<file path="src/rtl/rass_pkg.sv">
package rass_pkg;

    // default tree capacity in leaves
    localparam int DEF_MAX_LEAVES = 1024;

    // point count after reset
    localparam logic [10:0] DEF_POINT_COUNT = 11'd1024;

    // register byte address of point_count
    localparam logic [1:0] ADDR_POINT_COUNT = 2'd0;

    // width of the clamped cost and of the quotients taken from it
    localparam int NUM_W = 63;

    // width of the sub-range count k(k+1)/2 for k up to 2046
    localparam int PAIR_W = 21;

    // control sequence of the block
    typedef enum logic [3:0] {
        ST_CLEAR,
        ST_IDLE,
        ST_UPD,
        ST_UDRAIN,
        ST_QRY,
        ST_QDRAIN,
        ST_DIV_MOD,
        ST_GCD,
        ST_DIV_NUM,
        ST_DIV_DEN,
        ST_RESULT
    } t_state;

endpackage

</file>
<file path="src/rtl/rass_div.sv">
module rass_div (
    input  logic                          i_clk,
    input  logic                          i_rst_n,
    input  logic                          i_start,
    input  logic [rass_pkg::NUM_W-1:0]    i_dividend,
    input  logic [rass_pkg::PAIR_W-1:0]   i_divisor,
    output logic                          o_done,
    output logic [rass_pkg::NUM_W-1:0]    o_quot,
    output logic [rass_pkg::PAIR_W-1:0]   o_rem
);

    localparam int NW = rass_pkg::NUM_W;
    localparam int PW = rass_pkg::PAIR_W;
    localparam int CW = $clog2(NW);
    localparam logic [CW-1:0] LAST_STEP = CW'(NW - 1);

    logic [NW-1:0] r_quot;
    logic [PW-1:0] r_rem;
    logic [PW-1:0] r_div;
    logic [CW-1:0] r_cnt;
    logic          r_busy;
    logic          r_done;

    logic [PW:0]   trial;
    logic          fits;
    logic [PW-1:0] n_rem;

    // one restoring step: bring down the next dividend bit and try the divisor
    always_comb begin
        trial = {r_rem, r_quot[NW-1]};
        fits  = (trial >= {1'b0, r_div});
        if (fits) begin
            n_rem = PW'(trial - {1'b0, r_div});
        end else begin
            n_rem = trial[PW-1:0];
        end
    end

    // control
    always_ff @(posedge i_clk) begin
        if (!i_rst_n) begin
            r_busy <= 1'b0;
            r_done <= 1'b0;
            r_cnt  <= '0;
        end else begin
            r_done <= 1'b0;
            if (i_start) begin
                r_busy <= 1'b1;
                r_cnt  <= '0;
            end else if (r_busy) begin
                r_cnt <= r_cnt + 1'b1;
                if (r_cnt == LAST_STEP) begin
                    r_busy <= 1'b0;
                    r_done <= 1'b1;
                end
            end
        end
    end

    // quotient shifts in where the dividend shifts out
    always_ff @(posedge i_clk) begin
        if (i_start) begin
            r_quot <= i_dividend;
            r_rem  <= '0;
            r_div  <= i_divisor;
        end else if (r_busy) begin
            r_quot <= {r_quot[NW-2:0], fits};
            r_rem  <= n_rem;
        end
    end

    assign o_done = r_done;
    assign o_quot = r_quot;
    assign o_rem  = r_rem;

endmodule

</file>
<file path="config.mk">
export PLATFORM = sky130hd
export DESIGN_NAME = rass_div
export DESIGN_NICKNAME = d
export VERILOG_FILES = /design/src/rtl/rass_pkg.sv /design/src/rtl/rass_div.sv
export SDC_FILE = /design/constraint.sdc
export NUM_CORES = 1
export LEC_CHECK = 0
export CAP_MARGIN = 20
export CORE_ASPECT_RATIO = 0.9
export CORE_MARGIN = 5
export CORE_UTILIZATION = 55
export DETAILED_ROUTE_END_ITERATION = 16
export DONT_BUFFER_PORTS = 1
export GPL_TIMING_DRIVEN = 0
export PLACE_DENSITY = 0.71
export SYNTH_ARGS = -nofsm -noshare
export SYNTH_HDL_FRONTEND = slang
export SYNTH_SLANG_ARGS = --single-unit
</file>
<file path="constraint.sdc">
create_clock -name i_clk -period 3.3 [get_ports i_clk]
set_clock_uncertainty 0.2 [all_clocks]
set_input_delay 0.99 -clock i_clk [delete_from_list [all_inputs] [get_ports i_clk]]
set_output_delay 0.99 -clock i_clk [all_outputs]
set_load 0.02 [all_outputs]
</file>
==> Flow_metrics.wiki <==
{| class="wikitable"
! Metric !! Value
|-
| Root buffer cell || sky130_fd_sc_hd__clkbuf_16
|-
| Total Routing Usage GR || 0.207
|-
| Total CTS buffers || 17
|-
| Clock slew at the register clock pins of the worst setup and hold paths || 0.05 ns
|-
| Dominant cell type by area after synthesis || sky130_fd_sc_hd__edfxtp_1
|-
| Wirelength, routed || 13500 um
|-
| Number of maximum-capacitance constraint violations || 0
|-
| Final hold violations || 0
|-
| Ranking of synthesized cells by instance count || sky130_fd_sc_hd__edfxtp_1 (84), sky130_fd_sc_hd__mux2_2 (62), sky130_fd_sc_hd__inv_1 (31), sky130_fd_sc_hd__nor2_1 (31), sky130_fd_sc_hd__dfxtp_1 (29)
|-
| Sequential-to-total area share from yosys stat || 0.541
|-
| Instance count of the mapped netlist || 471
|-
| Cell area power density || 633 nW/um^2
|-
| CTS Buffer Depth || 2
|-
| Commonest register cell after synthesis || sky130_fd_sc_hd__edfxtp_1
|-
| Final count of negative-setup-slack endpoints || 0
|-
| Starting Density || 0.562
|-
| Largest net degree at the start of global routing || 47
|-
| Path depth of the worst reg2reg path || 12
|-
| Layout overhead on the synthesized area || 15.6%
|-
| Number of fill cells || 797
|-
| Delay of the slowest critical-path stage || 0.53 ns
|-
| # H-tree levels || 4
|-
| Hold-fix buffer count after cts || 0
|-
| Number of distinct library cells after synthesis || 50
|-
| Insertion delay of the later-clocked pin in the worst-skew pair || 0.41 ns
|-
| Leak Pwr || 0.00255 uW
|-
| Worst ir drop on vdd || 499 uV
|-
| Global placer's final weighted congestion || 0.914
|-
| Overall die height || 107 um
|-
| Die footprint || 12600 um^2
|-
| Worst hold path endpoint || o_done
|-
| IO Port Bufs || 0
|-
| Origin of the critical flop-to-flop path || o_quot[62]
|-
| Slowest stage cell, crit path || sky130_fd_sc_hd__edfxtp_1
|-
| Final design area excluding fillers || 6630 um^2
|-
| Family with the most delay on the worst path || compound AO/OA/AOI/OAI gates
|-
| Destination of the worst register-to-register timing path || o_rem[3]
|-
| Routed vias || 3855
|-
| Summed instance area of the synthesized netlist || 5740 um^2
|-
| Vias per std cell || 6.02
|-
| End-of-flow core utilization || 0.650
|-
| Post-synth top area share || 0.440
|-
| Cells along the critical path || inv_1 > ha_2 > inv_1 > fa_2 > a21o_1 > a221o_2 > a21oi_4 > a31o_4 > o211a_4 > buf_12 > mux2i_4 > a211oi_2
|-
| Average instance area after synthesis || 12.2 um^2
|-
| Net count of the mapped netlist || 582
|-
| Wire length of the first global-routing pass || 20600 um
|-
| Maximum frequency from static timing analysis || 314 MHz
|-
| Clock tree from TritonCTS || built
|-
| Fraction of the cycle the final worst path needs || 0.964
|-
| Via count of the first global-routing pass || 3842
|-
| I/O pin count || 172
|-
| # rows || 35
|-
| Total clock sinks || 113
|-
| Combined area of the multi-input logic cells || 2410 um^2
|-
| Total core area || 10200 um^2
|-
| Cell type with the highest occurrence count on the critical path || sky130_fd_sc_hd__inv_1
|-
| EDFF count, synth || 84
|-
| Sequential cell area || 3100 um^2
|-
| Final routed DRC violation total || 0
|-
| Path type of the worst min-delay path || reg2reg
|-
| Number of DRC markers after the initial detailed-route iteration || 242
|-
| Slew headroom || 0.538
|-
| Placement Cell Area || 5920 um^2
|-
| Share of layout cells above drive strength 1 || 0.241
|-
| Worst path bufs/invs || 3
|-
| Arrival time worst endpoint || 3.24 ns
|-
| Count of final max-slew check failures || 0
|-
| First-pass detailed-route iteration total || 6
|-
| Slew at the pin closest to its max-slew limit || 0.693 ns
|-
| Worst Setup Path Type || reg2reg
|-
| Largest driver fanout on the critical path || 8
|-
| ANT cells || 0
|-
| Largest cells by area after synthesis || sky130_fd_sc_hd__edfxtp_1 (44%), sky130_fd_sc_hd__mux2_2 (12%), sky130_fd_sc_hd__dfxtp_1 (10%)
|-
| HPWL after DPL || 9640 um
|-
| Hold Startpoint || r_cnt[5]
|-
| Critical path launch point type || flip-flop
|-
| Shortest period the worst path allows || 3.18 ns
|-
| Antenna Violating Nets Remaining || 0
|-
| Run status || finished, final reports clean
|-
| Global route total overflow || 0
|-
| Number of cells on the worst hold path || 2
|-
| Die width || 118 um
|-
| Synth warnings || 0
|-
| Asr flop ratio synth || 0
|-
| Cell with the most instances after synthesis || sky130_fd_sc_hd__edfxtp_1
|-
| Number of nets at the end of the flow || 609
|-
| Data required time of the critical path || 3.36 ns
|-
| Wirelength per Cell || 21.0 um
|-
| Post-synthesis sequential element count || 113
|-
| Internal reg-to-reg setup slack || 0.12 ns
|-
| Number of antenna violations at the first check in global routing || 1
|-
| Sum of internal, switching and leakage power || 4200 uW
|-
| RSZ-0062 raised after global routing || yes
|-
| Kind of end point of the critical path || flip-flop
|}
metal layers:
| layer | vias to the layer above | track usage | wire (um) |
|---|---|---|---|
| met5 | - | 0 | 13 |
| met4 | 2 | 0.0721 | 187 |
| met3 | 24 | 0.0923 | 1300 |
| met2 | 173 | 0.317 | 6450 |
| met1 | 1843 | 0.263 | 5520 |
| li1 | 1813 | - | - |
through the flow:
step	setup TNS [ns]	hold WS, ns	cells	worst slack (ns)
floorplan	0	0.258	471	0.0268
global placement	-54.52	0.275	600	-0.838
detailed placement	-11.34	0.289	601	-0.230
CTS	0	0.298	634	0.0442
global route	-0.0177	0.337	640	-0.0111
finish	0	0.303	640	0.119
registers in the layout, summed over array words and instances (netlist names):
register	cells
o_done	1
r_div	21
r_busy	1
r_cnt	6
o_rem	21
o_quot	63
worst max-delay path by stage:
stage | slack, ns | end | cells past startpoint | from
global placement | -0.84 | o_quot[53] | 4 | i_start
finish | 0.12 | o_rem[3] | 12 | o_quot[62]
global route | -0.01 | o_rem[16] | 13 | o_quot[62]
detailed placement | -0.23 | o_quot[0] | 12 | o_quot[62]
floorplan | 0.03 | o_quot[0] | 4 | i_start
CTS | 0.04 | o_rem[3] | 12 | o_quot[62]
worst min-delay path, stage by stage, from the launching register on:
cell and delay [ns]:
sky130_fd_sc_hd__dfxtp_1 0.32, sky130_fd_sc_hd__nand3_1 0.08, sky130_fd_sc_hd__nor4_1 0.05
power breakdown:
part           total [uW]  internal, uW  switching, uW
combinational         443           196            247
sequential           1880          1680            202
clock                1880          1190            681
total                4200          3070           1130
cells in the final DEF (no fill, tap or decap), types with 4 or more instances in the layout:
cell type,count
sky130_fd_sc_hd__nand2_1,26
sky130_fd_sc_hd__o31ai_1,5
sky130_fd_sc_hd__clkinvlp_4,4
sky130_fd_sc_hd__a21oi_1,21
sky130_fd_sc_hd__clkinv_4,4
sky130_fd_sc_hd__inv_1,30
sky130_fd_sc_hd__dfxtp_1,29
sky130_fd_sc_hd__nand3_1,13
sky130_fd_sc_hd__nor2_1,30
sky130_fd_sc_hd__buf_4,9
sky130_fd_sc_hd__edfxtp_1,84
sky130_fd_sc_hd__nand4_1,5
sky130_fd_sc_hd__o21ai_0,15
sky130_fd_sc_hd__xor2_1,11
sky130_fd_sc_hd__a211oi_1,12
sky130_fd_sc_hd__clkbuf_1,17
sky130_fd_sc_hd__clkbuf_16,18
sky130_fd_sc_hd__a32oi_1,4
sky130_fd_sc_hd__mux2_2,62
sky130_fd_sc_hd__mux2i_1,13
sky130_fd_sc_hd__ha_1,22
sky130_fd_sc_hd__xnor2_1,9
layout make-up:
type | count | share of cell area
Clock buffer | 17 | 0.0642
Inverter | 31 | 0.0181
Clock inverter | 15 | 0.0277
Timing Repair Buffer | 9 | 0.0147
Buffer | 24 | 0.0200
Tap cell | 129 | 0.0243
Multi-Input combinational cell | 302 | 0.363
Sequential cell | 113 | 0.468
what timing repair did:
action | 4_1_cts | 5_1_grt
setup endpoints to repair | 22 | 18
gates cloned | 0 | 1
endpoints found under the hold margin | 0 | 0
resized for setup | 0 | 7
pin swaps | 2 | 5
setup buffers | 2 | 5
cells by family (layout without fill, tap and decap cells):
| logic type | count (synthesis) | after routing | share of synthesized area |
|---|---|---|---|
| compound gates | 87 | 87 | 0.108 |
| xor+xnor | 20 | 20 | 0.0305 |
| fa+ha+maj | 24 | 24 | 0.0537 |
| buf+inv | 56 | 96 | 0.0438 |
| flops | 113 | 113 | 0.541 |
| mux | 76 | 76 | 0.146 |
| simple gates | 95 | 95 | 0.0768 |
No activity file was read; power rests on OpenSTA's default activity.
